`src/hdl/qsd_pkg.sv`:
```
package qsd_pkg;

  // result kinds
  typedef enum logic [1:0] {
    KIND_KEY      = 2'd0,
    KIND_VALUE    = 2'd1,
    KIND_PAIR_END = 2'd2
  } kind_t;

  // escape progress
  typedef enum logic [1:0] {
    ESC_NONE  = 2'd0,
    ESC_PCT   = 2'd1,
    ESC_DIGIT = 2'd2,
    ESC_SPARE = 2'd3
  } esc_t;

  localparam int unsigned MaxResults = 4;
  localparam int unsigned CntW       = $clog2(MaxResults + 1);
  localparam int unsigned IdxW       = $clog2(MaxResults);

  localparam logic [7:0] ChPlus  = 8'h2b;
  localparam logic [7:0] ChPct   = 8'h25;
  localparam logic [7:0] ChAmp   = 8'h26;
  localparam logic [7:0] ChEq    = 8'h3d;
  localparam logic [7:0] ChSpace = 8'h20;

  // one decoded result
  typedef struct packed {
    logic [7:0] data;
    kind_t      kind;
  } res_t;

  // all results caused by one request
  typedef struct packed {
    logic [CntW-1:0]           cnt;
    res_t [MaxResults-1:0]     items;
  } res_list_t;

  // decoder state carried between requests
  typedef struct packed {
    logic       in_value_part;
    esc_t       escape_stage;
    logic [7:0] held_digit;
    logic       pair_nonempty;
  } dec_state_t;

  function automatic logic is_hex(input logic [7:0] c);
    logic r;
    r = (c inside {[8'h30:8'h39], [8'h41:8'h46], [8'h61:8'h66]});
    return r;
  endfunction

  function automatic logic [3:0] hex_val(input logic [7:0] c);
    logic [7:0] v;
    if (c inside {[8'h30:8'h39]}) begin
      v = c - 8'h30;
    end else if (c inside {[8'h61:8'h66]}) begin
      v = c - 8'h57;
    end else begin
      v = c - 8'h37;
    end
    return v[3:0];
  endfunction

endpackage

```
`src/hdl/qsd_decode.sv`:
```
module qsd_decode (
  input  logic [7:0]          data_byte,
  input  logic                byte_present,
  input  logic                end_of_query,
  input  qsd_pkg::dec_state_t st,
  output qsd_pkg::dec_state_t st_next,
  output qsd_pkg::res_list_t  res
);

  logic                    iv;
  qsd_pkg::esc_t           es;
  logic [7:0]              hd;
  logic                    pn;
  logic [qsd_pkg::CntW-1:0] n;
  logic                    do_plain;
  logic                    do_flush;
  qsd_pkg::kind_t          pk;

  // walk the byte through escape, plain byte and end of query handling
  always_comb begin
    iv       = st.in_value_part;
    es       = st.escape_stage;
    hd       = st.held_digit;
    pn       = st.pair_nonempty;
    n        = '0;
    res      = '0;
    do_plain = 1'b0;
    do_flush = 1'b0;

    // pending escape
    if (byte_present) begin
      if (es == qsd_pkg::ESC_PCT || es == qsd_pkg::ESC_DIGIT) begin
        if (qsd_pkg::is_hex(data_byte)) begin
          if (es == qsd_pkg::ESC_PCT) begin
            hd = data_byte;
            es = qsd_pkg::ESC_DIGIT;
          end else begin
            pk = iv ? qsd_pkg::KIND_VALUE : qsd_pkg::KIND_KEY;
            res.items[n[qsd_pkg::IdxW-1:0]] =
              '{data: {qsd_pkg::hex_val(hd), qsd_pkg::hex_val(data_byte)}, kind: pk};
            n  = n + 1'b1;
            es = qsd_pkg::ESC_NONE;
            hd = '0;
          end
        end else begin
          do_flush = 1'b1;
          do_plain = 1'b1;
        end
      end else begin
        es       = qsd_pkg::ESC_NONE;
        do_plain = 1'b1;
      end
    end

    // broken escape goes out literally
    pk = iv ? qsd_pkg::KIND_VALUE : qsd_pkg::KIND_KEY;
    if (do_flush) begin
      res.items[n[qsd_pkg::IdxW-1:0]] = '{data: qsd_pkg::ChPct, kind: pk};
      n = n + 1'b1;
      if (es == qsd_pkg::ESC_DIGIT) begin
        res.items[n[qsd_pkg::IdxW-1:0]] = '{data: hd, kind: pk};
        n = n + 1'b1;
      end
      es = qsd_pkg::ESC_NONE;
      hd = '0;
    end

    // byte outside any escape
    if (do_plain) begin
      if (data_byte == qsd_pkg::ChAmp) begin
        if (pn) begin
          res.items[n[qsd_pkg::IdxW-1:0]] = '{data: 8'h00, kind: qsd_pkg::KIND_PAIR_END};
          n = n + 1'b1;
        end
        iv = 1'b0;
        pn = 1'b0;
      end else begin
        pn = 1'b1;
        if (data_byte == qsd_pkg::ChPct) begin
          es = qsd_pkg::ESC_PCT;
        end else if (data_byte == qsd_pkg::ChEq && !iv) begin
          iv = 1'b1;
        end else if (data_byte == qsd_pkg::ChPlus) begin
          res.items[n[qsd_pkg::IdxW-1:0]] = '{data: qsd_pkg::ChSpace, kind: pk};
          n = n + 1'b1;
        end else begin
          res.items[n[qsd_pkg::IdxW-1:0]] = '{data: data_byte, kind: pk};
          n = n + 1'b1;
        end
      end
    end

    // end of query flushes the escape and closes the pair
    pk = iv ? qsd_pkg::KIND_VALUE : qsd_pkg::KIND_KEY;
    if (end_of_query) begin
      if (es == qsd_pkg::ESC_PCT || es == qsd_pkg::ESC_DIGIT) begin
        res.items[n[qsd_pkg::IdxW-1:0]] = '{data: qsd_pkg::ChPct, kind: pk};
        n = n + 1'b1;
        if (es == qsd_pkg::ESC_DIGIT) begin
          res.items[n[qsd_pkg::IdxW-1:0]] = '{data: hd, kind: pk};
          n = n + 1'b1;
        end
      end
      if (pn) begin
        res.items[n[qsd_pkg::IdxW-1:0]] = '{data: 8'h00, kind: qsd_pkg::KIND_PAIR_END};
        n = n + 1'b1;
      end
      iv = 1'b0;
      es = qsd_pkg::ESC_NONE;
      hd = '0;
      pn = 1'b0;
    end

    res.cnt               = n;
    st_next.in_value_part = iv;
    st_next.escape_stage  = es;
    st_next.held_digit    = hd;
    st_next.pair_nonempty = pn;
  end

endmodule

```
`src/hdl/qsd_out_buf.sv`:
```
module qsd_out_buf (
  input  logic               clk,
  input  logic               rst,
  input  logic               load,
  input  qsd_pkg::res_list_t res,
  output logic               free,
  output logic               m_tvalid,
  input  logic               m_tready,
  output logic [7:0]         m_tdata,
  output logic [1:0]         m_tuser,
  output logic               m_tlast
);

  qsd_pkg::res_t [qsd_pkg::MaxResults-1:0] ent;
  logic [qsd_pkg::CntW-1:0]                cnt;
  logic [qsd_pkg::IdxW-1:0]                idx;
  logic                                    pop;
  logic                                    at_last;

  assign m_tvalid = (cnt != '0);
  assign pop      = m_tvalid && m_tready;
  assign at_last  = ({1'b0, idx} == (cnt - 1'b1));
  assign free     = !m_tvalid || (pop && at_last);
  assign m_tdata  = ent[idx].data;
  assign m_tuser  = ent[idx].kind;
  assign m_tlast  = at_last;

  // result storage is payload only
  always_ff @(posedge clk) begin
    if (load) begin
      ent <= res.items;
    end
  end

  // fill count and read pointer
  always_ff @(posedge clk) begin
    if (rst) begin
      cnt <= '0;
      idx <= '0;
    end else if (load) begin
      cnt <= res.cnt;
      idx <= '0;
    end else if (pop) begin
      if (at_last) begin
        cnt <= '0;
        idx <= '0;
      end else begin
        idx <= idx + 1'b1;
      end
    end
  end

`ifndef SYNTHESIS
  a_cnt_range: assert property (@(posedge clk) disable iff (rst)
    cnt <= qsd_pkg::CntW'(qsd_pkg::MaxResults))
    else $error("result count out of range");

  a_idx_in_run: assert property (@(posedge clk) disable iff (rst)
    m_tvalid |-> ({1'b0, idx} < cnt))
    else $error("read pointer past result count");

  a_no_overwrite: assert property (@(posedge clk) disable iff (rst)
    (load && m_tvalid) |-> (m_tready && at_last))
    else $error("results overwritten before delivery");

  a_run_advance: assert property (@(posedge clk) disable iff (rst)
    (pop && !at_last && !load) |=> (m_tvalid && idx == $past(idx) + 1'b1))
    else $error("run did not advance");

  a_reset_empty: assert property (@(posedge clk)
    rst |=> !m_tvalid)
    else $error("output valid after reset");
`endif

endmodule

```
`src/hdl/query_string_decoder_unit.sv`:
```
// Streaming decoder for form-urlencoded query strings. Raw bytes enter on the
// slave side with tuser set when the byte is present and tlast marking the end
// of the query; decoded key bytes (tuser 0), value bytes (tuser 1) and pair-end
// markers (tuser 2, data zero) leave on the master side, tlast flagging the last
// result caused by one request. A byte is decoded in the cycle it is accepted and
// its results (up to four) are held in an output buffer that drains one per cycle
// while m_tready is high; a new request is taken while the buffer is empty or in
// the same cycle the last buffered result leaves.
module query_string_decoder_unit (
  input  logic       clk,
  input  logic       rst,
  input  logic       s_tvalid,
  output logic       s_tready,
  input  logic [7:0] s_tdata,   // [7:0] data_byte
  input  logic       s_tuser,   // [0] byte_present
  input  logic       s_tlast,   // end_of_query
  output logic       m_tvalid,
  input  logic       m_tready,
  output logic [7:0] m_tdata,   // [7:0] out_byte
  output logic [1:0] m_tuser,   // [1:0] item_kind
  output logic       m_tlast    // last_of_run
);

  qsd_pkg::dec_state_t st;
  qsd_pkg::dec_state_t st_next;
  qsd_pkg::res_list_t  res;
  logic                accept;
  logic                free;

  assign s_tready = free;
  assign accept   = s_tvalid && free;

  // decode one request against the current pair state
  qsd_decode u_decode (
    .data_byte    (s_tdata),
    .byte_present (s_tuser),
    .end_of_query (s_tlast),
    .st           (st),
    .st_next      (st_next),
    .res          (res)
  );

  // pair and escape state
  always_ff @(posedge clk) begin
    if (rst) begin
      st <= '0;
    end else if (accept) begin
      st <= st_next;
    end
  end

  // result buffer and output channel
  qsd_out_buf u_out_buf (
    .clk      (clk),
    .rst      (rst),
    .load     (accept && (res.cnt != '0)),
    .res      (res),
    .free     (free),
    .m_tvalid (m_tvalid),
    .m_tready (m_tready),
    .m_tdata  (m_tdata),
    .m_tuser  (m_tuser),
    .m_tlast  (m_tlast)
  );

endmodule
```
`config.mk`:
```
export PLATFORM = sky130hd
export DESIGN_NAME = query_string_decoder_unit
export DESIGN_NICKNAME = d
export VERILOG_FILES = /design/src/hdl/qsd_pkg.sv /design/src/hdl/qsd_decode.sv /design/src/hdl/qsd_out_buf.sv /design/src/hdl/query_string_decoder_unit.sv
export SDC_FILE = /design/constraint.sdc
export NUM_CORES = 1
export LEC_CHECK = 0
export ABC_CLOCK_PERIOD_IN_PS = 19800
export BUFFER_PORTS_ARGS = -buffer_cell sky130_fd_sc_hd__buf_2
export CELL_PAD_IN_SITES_DETAIL_PLACEMENT = 1
export CELL_PAD_IN_SITES_GLOBAL_PLACEMENT = 1
export CORE_ASPECT_RATIO = 0.6
export CORE_MARGIN = 1.5
export CORE_UTILIZATION = 40
export DETAILED_ROUTE_END_ITERATION = 8
export PLACE_DENSITY = 0.78
export REMOVE_ABC_BUFFERS = 1
export SYNTH_ARGS = -nofsm -noshare
export SYNTH_HDL_FRONTEND = slang
export SYNTH_SLANG_ARGS = --single-unit
```
`constraint.sdc`:
```
create_clock -name clk -period 19.8 [get_ports clk]
set_input_delay 3.96 -clock clk [delete_from_list [all_inputs] [get_ports clk]]
set_output_delay 3.96 -clock clk [all_outputs]
set_load 0.01 [all_outputs]
```
==> impl_results.md, run 1 <==
* Outcome: complete, no violations
* CTS tree: built
* PortBufs at 26
* Cts bufs inserted at 9
* Tmin final at 9.97 ns
* Main area contributors after synthesis: edfxtp_1 27%, dfxtp_1 7.5%, ha_1 6.4%
* DP Wirelength at 12.5 mm
* Tightest Pin Transition at 1.11 ns
* Register area share after synthesis at 34.1%
* Ys Warns at 0
* Leakage at 0.00178 uW
* Setup TNS at 0 ns
* Largest family of logic cells by synthesized area: compound AO/OA/AOI/OAI gates
* Clock Root Buffer: clkbuf_16
* Pwr per Cell Area at 66.3 nW/um^2
* Global-route wire length before repair at around 25 mm
* Avg Inst Size Synth at 9.25 um^2
* Maximum fanout along the worst path at 42
* Worst clock skew at 0.00716 ns
* GR peak layer: met1
* RSZ-0062 raised after global routing: false
* FF+latch count, synth at 57
* Commonest non-fill, non-tap cell in the layout: nand2_1
* Most frequent cells in the layout: 58 x nand2_1, 40 x edfxtp_1, 33 x nor2_1, 27 x a21oi_1, 26 x buf_2
* # H-tree levels at 3
* Setup crit start kind: input pin
* Hold path cells at 2
* CTS resizes at 0
* Distinct cells, synth at 80
* Ys async rst share at 0%
* Starting DRT DRC Count at 458
* Met1 Track Usage GR at a little over two fifths
* Area of the die at between 10,000 and 15,000 um^2
* Mapped cell area at around 4500 um^2
* Tcrit/Tclk final at 50.4%
* Layout Utilization at a little under half
* Die H at 85.4 um
* Post-DR wirelength/cell at 25.0 um
* Maximum VDD drop at 0.0397 mV
* Final Slew Violations at 0
* EDFF count, synth at 40
* Core area at 10,800 um^2
* Layout cell share with drive strength beyond 1 at 17.3%
* GP Congestion at 1.02
* Count of clock tree sinks at 57
* CP arrival at 10.21 ns
* Compound-gate portion of the synthesized area at 24.8%
* Share of Yosys cell area claimed by the top area cell type at 26.6%
* Met3 Use GR at under 10%
* Worst reg-to-reg path cell count at 23
* Post-route cell area at 5040 um^2
* Router iterations before antenna repair at 5
* Skew-Pair Late Insertion Delay at 0.33 ns
* Global route overflow at 0
* Final setup viols at 0
* Die width at 140 um
* GRT Util Overall at roughly 28%
* Initial antenna violation count at 1
* Antenna Cells at 0
* Cell taking the most area after synthesis: edfxtp_1
* Nets at 541
* Adder-Cell Fraction of Synth Area at under 10%
* Max Fclk at 100 MHz
* Prevailing post-synth register cell: edfxtp_1
* Post-CTS setup buffer count at 0
* Largest net degree at the start of global routing at 43
* GR Util met2 at 37.8%
* CP Class: in -> reg
* Clk pin slew, worst setup/hold paths at 0.06 ns
* MaxCap Viol Count at 0
* Vias at 4,261
* Synth Area in XOR/XNOR at 3.13%
* Max_slew headroom at 25.4%
* Cell count after synthesis at 489
* Post-DRT Antenna Nets at 0
* Final Hold Vio Count at 0
* Placed cell area at 4740 um^2
* WL final at ~16 mm
* Vias per cell at around 6.6
* CP endpoint kind: flip-flop
* Vias in the first global route at 4,191
* Hold Slack at 0.481 ns
* CP required at 20.03 ns
* Worst Hold Class: reg -> reg
* Cts hold-fix bufs at 0
* Simple-Gate Fraction of Synth Area at roughly 21%
* Residual DRC at 0
* Layout area overhead at 11.5%
* Post-synthesis mux area share at 5.89%
* Site Rows at 29
* I/O pin cnt at 27
* Max clock buf depth at 2
* Initial Util at approximately two fifths
-- final timing paths --
kind                    start  slack (ns)               end
max reg2reg            st[10]       13.45  u_out_buf.idx[1]
min reg2reg  u_out_buf.cnt[1]        0.48  u_out_buf.cnt[1]
min          u_out_buf.cnt[1]        0.48  u_out_buf.cnt[1]
max                s_tdata[0]        9.83  u_out_buf.idx[1]
-- final cells by class --
cell class / count / area [um^2]
fillers: 1245 / 5730
flip-flops and latches: 57 / 1540
clock inverters: 6 / 67.6
repair buffers: 29 / 153
multi-input cells: 386 / 2790
clock buffers: 10 / 239
well taps: 139 / 174
inverters: 21 / 81.3
-- kinds of logic (layout without fill, tap and decap cells) --
family / Yosys count / count (layout)
AND/OR/NAND/NOR: 187 / 187
AO/OA/AOI/OAI: 148 / 148
flip-flops: 57 / 57
buffers and inverters: 46 / 66
adder cells (fa/ha/maj): 23 / 23
XOR/XNOR: 14 / 14
multiplexers: 14 / 14
-- state kept, by name (all words and copies together) (netlist names) --
signal         flops
u_out_buf.idx      2
u_out_buf.ent     40
st                12
u_out_buf.cnt      3
-- metal layers --
| metal | share of wire [%] | wire length, um |
|---|---|---|
| met1 | 50 | 8020 |
| met2 | 40 | 6400 |
| met3 | 10 | 1610 |
| met4 | 0.87 | 141 |
| met5 | 0.068 | 11 |
-- report_power, final --
group / internal [uW] / switching [uW] / total (uW) / leakage, uW
clock network: 101 / 59.3 / 160 / 0.000145
logic: 13.0 / 25.6 / 38.7 / 0.00110
registers: 133 / 2.68 / 136 / 0.000531
-- Yosys cell counts (7+ instances only) --
master and number:
nor3_1 13, nand2_1 58, a21oi_1 27, o21ai_0 21
nand3_1 21, and3_1 10, ha_1 23, nor2_1 33
a22oi_1 7, and2_1 9, dfxtp_1 17, clkbuf_1 12
mux4_2 10, o22ai_1 17, a221oi_1 7, xnor2_1 11
nand2b_1 10, nand4_1 10, a21o_1 8, edfxtp_1 40
inv_1 17
-- worst max-delay path: stages --
cell and delay (ns):
buf_2 0.16, inv_1 0.14, ha_1 0.23, or3b_1 0.17, nand4b_2 0.18, o211ai_1 0.94, nand2_1 0.17, a21o_1 0.22
ha_1 0.22, or2_2 0.34, ha_1 0.28, a221o_1 0.30, o32ai_4 0.25, ha_1 0.34, nor2_1 0.10, nor2_1 0.06
a22o_1 0.24, ha_1 0.22, o211ai_2 0.12, xnor2_1 0.18, a21oi_1 0.10, o21ai_1 0.38, nand3_4 0.51, a211oi_2 0.36
-- through the flow --
step / setup WS (ns) / instances / total power (uW)
6_report: 9.83 / 648 / 334
4_1_cts: 9.85 / 648 / 336
2_1_floorplan: 10.67 / 464 / 160
3_5_place_dp: 9.52 / 632 / 176
5_1_grt: 9.31 / 648 / 345
3_3_place_gp: 9.89 / 632 / 174
(Power assumes the default switching activity.)
==> run 2, diff against run 1 <==
ABC_CLOCK_PERIOD_IN_PS = 9800   (was 19800)
clock period = 9.8 ns   (was 19.8 ns; I/O delays follow)
==> run 2 against run 1 <==
  * Power increased by 100%
  * Critical endpoint is now u_out_buf.ent[16]
  * Largest power group unchanged
  * Count of clock-buffer cells in the layout is the same
  * Critical path type unchanged
  * Critical path depth fell by 1
==> impl_results.md, run 2 (synthesized netlist as in run 1, its figures left out) <==
* Post-DR wirelength/cell at around 25 um
* I/O pin cnt at 27
* Outcome: complete, no violations
* Area of the die at 12,000 um^2
* Die H at roughly 85 um
* Antenna Cells at 0
* CP required at 9.69 ns
* Reg2reg start: st[10]
* Global route overflow at 0
* Largest Register: u_out_buf.ent
* Largest net degree at the start of global routing at 43
* Router iterations before antenna repair at 5
* Clk pin slew, worst setup/hold paths at about 0.050 ns
* Die width at 140 um
* Post-place setup slack at 1.55 ns
* Core area at 10,800 um^2
* Worst clock skew at 0.0119 ns
* Leakage at 0.00178 uW
* GP Congestion at 1.02
* Global-route wire length before repair at 24.6 mm
* CTS resizes at 0
* Layout cell share with drive strength beyond 1 at 17.3%
* RSZ-0062 raised after global routing: false
* Largest regs: u_out_buf.ent: 40 flops, st: 12 flops, u_out_buf.cnt: 3 flops
* PortBufs at 26
* Cts hold-fix bufs at 0
* CP Class: in -> reg
* Max Fclk at 126 MHz
* Hold Slack at 0.474 ns
* Tmin final at slightly below 8 ns
* Tightest Pin Transition at about 1.1 ns
* Register area at 1540 um^2
* CP arrival at 7.84 ns
* Maximum VDD drop at 0.0946 mV
* CP endpoint kind: flip-flop
* Nets at around 540
* Worst Setup EP: u_out_buf.ent[16]
* Cts bufs inserted at 9
* Setup TNS at 0 ns
* Clock Root Buffer: clkbuf_16
* Area of the multi-input gates at 2790 um^2
* Setup crit start kind: input pin
* Max clock buf depth at 2
* Vias at 4,246
* Layout area overhead at 11.5%
* Commonest non-fill, non-tap cell in the layout: nand2_1
* Final Slew Violations at 0
* Post-CTS setup buffer count at 0
* Setup crit start: s_tdata[0]
* Count of clock tree sinks at between 50 and 60
* Skew-Pair Late Insertion Delay at 0.33 ns
* Final setup viols at 0
* Residual DRC at 0
* Worst reg-to-reg path cell count at 22
* CTS tree: built
* Max reg flops at 40
* Final Hold Vio Count at 0
* Hold path cells at 2
* GRT Util Overall at 27.7%
* Initial Util at 42.0%
* WL final at 16.1 mm
* DP Wirelength at 12.5 mm
* Vias per cell at roughly 6.6
* Maximum fanout along the worst path at 42
* Site Rows at 29
* Reg2reg end: u_out_buf.ent[16]
* Vias in the first global route at approximately 4,000
* Worst Hold Class: reg -> reg
* Final setup margin at 1.85 ns
* Initial antenna violation count at 0
* FF-to-FF setup slack at 3.49 ns
* MaxCap Viol Count at 0
* Tcrit/Tclk final at 81.2%
* Starting DRT DRC Count at between 400 and 500
* # fillers at 1,250
* Most frequent cells in the layout: 58 x nand2_1, 40 x edfxtp_1, 33 x nor2_1, 27 x a21oi_1, 26 x buf_2
* Max_slew headroom at 23.4%
* Pwr per Cell Area at 134 nW/um^2
* # H-tree levels at 3
* Post-DRT Antenna Nets at 0
-- run 2: cell counts in the layout (fill, tap and decap cells not counted) --
No cell type changed its count.
-- run 2: worst min-delay path by stage --
stage                startpoint                to
6_report       u_out_buf.cnt[1]  u_out_buf.cnt[1]
5_1_grt        u_out_buf.cnt[1]  u_out_buf.cnt[1]
4_1_cts        u_out_buf.cnt[1]  u_out_buf.cnt[1]
3_5_place_dp   u_out_buf.cnt[1]  u_out_buf.cnt[1]
3_3_place_gp   u_out_buf.cnt[1]  u_out_buf.cnt[1]
2_1_floorplan             st[8]             st[8]
-- run 2: through the flow --
stage / total power (uW) / std cells / instance area [um^2] / util, %
finish: 675 / 648 / 5040 / 46.8
global route: 697 / 648 / 5040 / 46.8
CTS: 680 / 648 / 5040 / 46.8
detailed placement: 355 / 632 / 4740 / 43.9
global placement: 351 / 632 / 4740 / 43.9
floorplan: 323 / 464 / 4410 / -
-- run 2: worst max-delay path, stage by stage --
cell and delay, ns:
buf_2 0.16, inv_1 0.14, ha_1 0.23, or3b_1 0.17, nand4b_2 0.18, o211ai_1 0.95
nand2_1 0.17, a21o_1 0.22, ha_1 0.22, or2_2 0.34, ha_1 0.28, a221o_1 0.30
o32ai_4 0.25, ha_1 0.34, nor2_1 0.10, nor2_1 0.06, a22o_1 0.24, ha_1 0.22
o211ai_2 0.12, xnor2_1 0.18, a21oi_1 0.10, o21ai_1 0.36, nand3_4 0.51
-- run 2: metal layers --
metal	GRT usage [%]	up-vias	wire, um
li1	-	1901	-
met1	42.6	2115	7960
met2	37.6	206	6260
met3	7.84	24	1640
met4	5.93	0	193
met5	0	-	0
-- run 2: where the power goes --
group / internal, uW / switching [uW] / total, uW
sequential: 268 / 5.38 / 274
clock: 204 / 120 / 324
combinational: 26.4 / 51.4 / 77.8
total: 499 / 176 / 675
-- run 2: cell type report --
cell class	count	share of cell area (%)
clock inverters	6	1.34
repair buffers	29	3.03
flip-flops and latches	57	30.6
inverters	21	1.61
multi-input cells	386	55.3
clock buffers	10	4.74
well taps	139	3.45
==> run 3, diff against run 2 <==
ABC_CLOCK_PERIOD_IN_PS = 7100   (was 9800)
PLACE_DENSITY = 0.81   (was 0.78)
clock period = 7.1 ns   (was 9.8 ns; I/O delays follow)
==> run 3 against run 2 <==
  * Power up 37%
  * Cell count up 0.77%
  * Non-clock buffer count up 5
  * Clock skew down 0.0040 ns
  * Core utilization up 0.43 points
  * Flip-flop and latch count unchanged
  * Cell area up 0.92%
  * Count of clock-buffer cells in the layout down 1
  * Via count up 1.0%
  * Sequential share of layout area down 0.28 points
  * Critical path depth up 3
  * Largest power group unchanged
  * Highest routed layer unchanged
==> impl_results.md, run 3 (synthesized netlist as in run 1, its figures left out) <==
* Outcome: complete, no violations
* DP Wirelength at approximately 12 mm
* I/O pin cnt at 27
* Final Hold Vio Count at 0
* GP Congestion at 0.959
* Worst reg-to-reg path cell count at 23
* Setup crit start kind: input pin
* Hold path endpoint: st[7]
* Die H at ~85 um
* Post-place setup slack at -0.109 ns
* CP required at 7.19 ns
* CTS resizes at 0
* CP arrival at around 6.9 ns
* CP Class: in -> reg
* Tightest Pin Transition at 0.992 ns
* Cts hold-fix bufs at 0
* Post-DRT Antenna Nets at 0
* Final Slew Violations at 0
* Post-route cell area at 5090 um^2
* Global route overflow at 0
* Placed cell area at 4790 um^2
* CTS tree: built
* Pwr per Cell Area at around 180 nW/um^2
* Site Rows at 29
* Maximum fanout along the worst path at 24
* Residual DRC at 0
* Nets at 546
* Reg2reg end: u_out_buf.ent[19]
* Worst clock skew at just under 0.008 ns
* Cts bufs inserted at 9
* Leakage at 0.00180 uW
* PortBufs at 26
* Hold path start: st[7]
* Max Fclk at about 150 MHz
* Hold path cells at 2
* Post-DR wirelength/cell at about 25 um
* Max clock buf depth at 2
* Largest regs: u_out_buf.ent: 40 flops, st: 12 flops, u_out_buf.cnt: 3 flops
* MaxCap Viol Count at 0
* Global-route wire length before repair at 24.7 mm
* Die width at 140 um
* Wire length on met1 at 8.04 mm
* Layout cell share with drive strength beyond 1 at 18.3%
* Reg2reg start: st[10]
* Worst Hold Class: reg -> reg
* WL final at 16.2 mm
* Skew-Pair Late Insertion Delay at 0.34 ns
* Final setup viols at 0
* FF-to-FF setup slack at 1.23 ns
* Layout area overhead at 12.5%
* CP endpoint kind: flip-flop
* Top Metal Used: met4
* Tcrit/Tclk final at 95.2%
* Largest Register: u_out_buf.ent
* Largest net degree at the start of global routing at 25
* Initial antenna violation count at 0
* Met2 WL at about 6.4 mm
* Commonest non-fill, non-tap cell in the layout: nand2_1
* # H-tree levels at 3
* Final setup margin at 0.339 ns
* RSZ-0062 raised after global routing: false
* Post-CTS setup buffer count at 0
* Tmin final at 6.76 ns
* Area of the die at roughly 12,000 um^2
* Vias in the first global route at 4,116
* Maximum VDD drop at 0.111 mV
* Initial Util at 42.0%
* Hold Slack at 0.498 ns
* Max reg flops at 40
* Router iterations before antenna repair at 5
* Count of clock tree sinks at 57
* Metal3 WL at 1.62 mm
* Vias at 4,290
* Starting DRT DRC Count at 375
* Most frequent cells in the layout: 58 x nand2_1, 40 x edfxtp_1, 32 x nor2_1, 27 x a21oi_1, 26 x buf_2
* GRT Util Overall at 28.0%
* Clock Root Buffer: clkbuf_16
* Clk pin slew, worst setup/hold paths at 0.05 ns
* Vias per cell at 6.57
* Antenna Cells at 0
* Max_slew headroom at 33.2%
* Core area at ~11,000 um^2
-- run 3: cell type report --
type                    instances  area (um^2)
clock inverters                 7         71.3
multi-input cells             386         2790
well taps                     139          174
repair buffers                 34          203
fillers                      1253         5690
clock buffers                   9          225
flip-flops and latches         57         1540
inverters                      21         81.3
-- run 3: worst max-delay path, stage by stage --
cell      delay [ns]
buf_2           0.17
inv_1           0.13
ha_1            0.23
or3b_1          0.17
nand4b_2        0.18
o21a_4          0.30
nor2_2          0.23
and2_1          0.19
a21oi_1         0.05
a21o_1          0.16
ha_1            0.22
or2_2           0.35
ha_1            0.29
a221o_1         0.30
o32ai_4         0.25
ha_1            0.35
nor2_1          0.11
nor2_1          0.07
a22o_1          0.24
ha_1            0.23
o211ai_2        0.12
xnor2_1         0.18
a21oi_1         0.11
o21ai_2         0.28
nand3_4         0.26
buf_12          0.25
-- run 3: worst max-delay path by stage --
stage          depth (start not counted)  slack (ns)                 to        from
3_5_place_dp                          26       -0.11   u_out_buf.ent[8]  s_tdata[0]
6_report                              26        0.34  u_out_buf.ent[19]  s_tdata[0]
2_1_floorplan                         24        0.51   u_out_buf.ent[0]  s_tdata[0]
3_3_place_gp                          26        0.26  u_out_buf.ent[28]  s_tdata[0]
5_1_grt                               26        0.10   u_out_buf.ent[8]  s_tdata[0]
4_1_cts                               26        0.22  u_out_buf.ent[29]  s_tdata[0]
-- run 3: metrics by stage --
stage / std cells / total power [uW] / utilization (%) / TNS [ns]
2_1_floorplan: 464 / 446 / - / 0
3_3_place_gp: 637 / 487 / 44.4 / 0
3_5_place_dp: 637 / 493 / 44.4 / -3.19
4_1_cts: 653 / 931 / 47.2 / 0
5_1_grt: 653 / 953 / 47.2 / 0
6_report: 653 / 926 / 47.2 / 0
-- run 3: power breakdown --
| part | internal, uW | switching, uW |
|---|---|---|
| clock | 271 | 167 |
| sequential | 370 | 7.04 |
| combinational | 39.0 | 72.0 |
| total | 680 | 246 |
-- run 3: metal layers --
metal	track usage, %	vias up
li1	-	1908
met5	0	-
met1	42.6	2171
met4	6.60	0
met3	7.11	14
met2	39.3	197
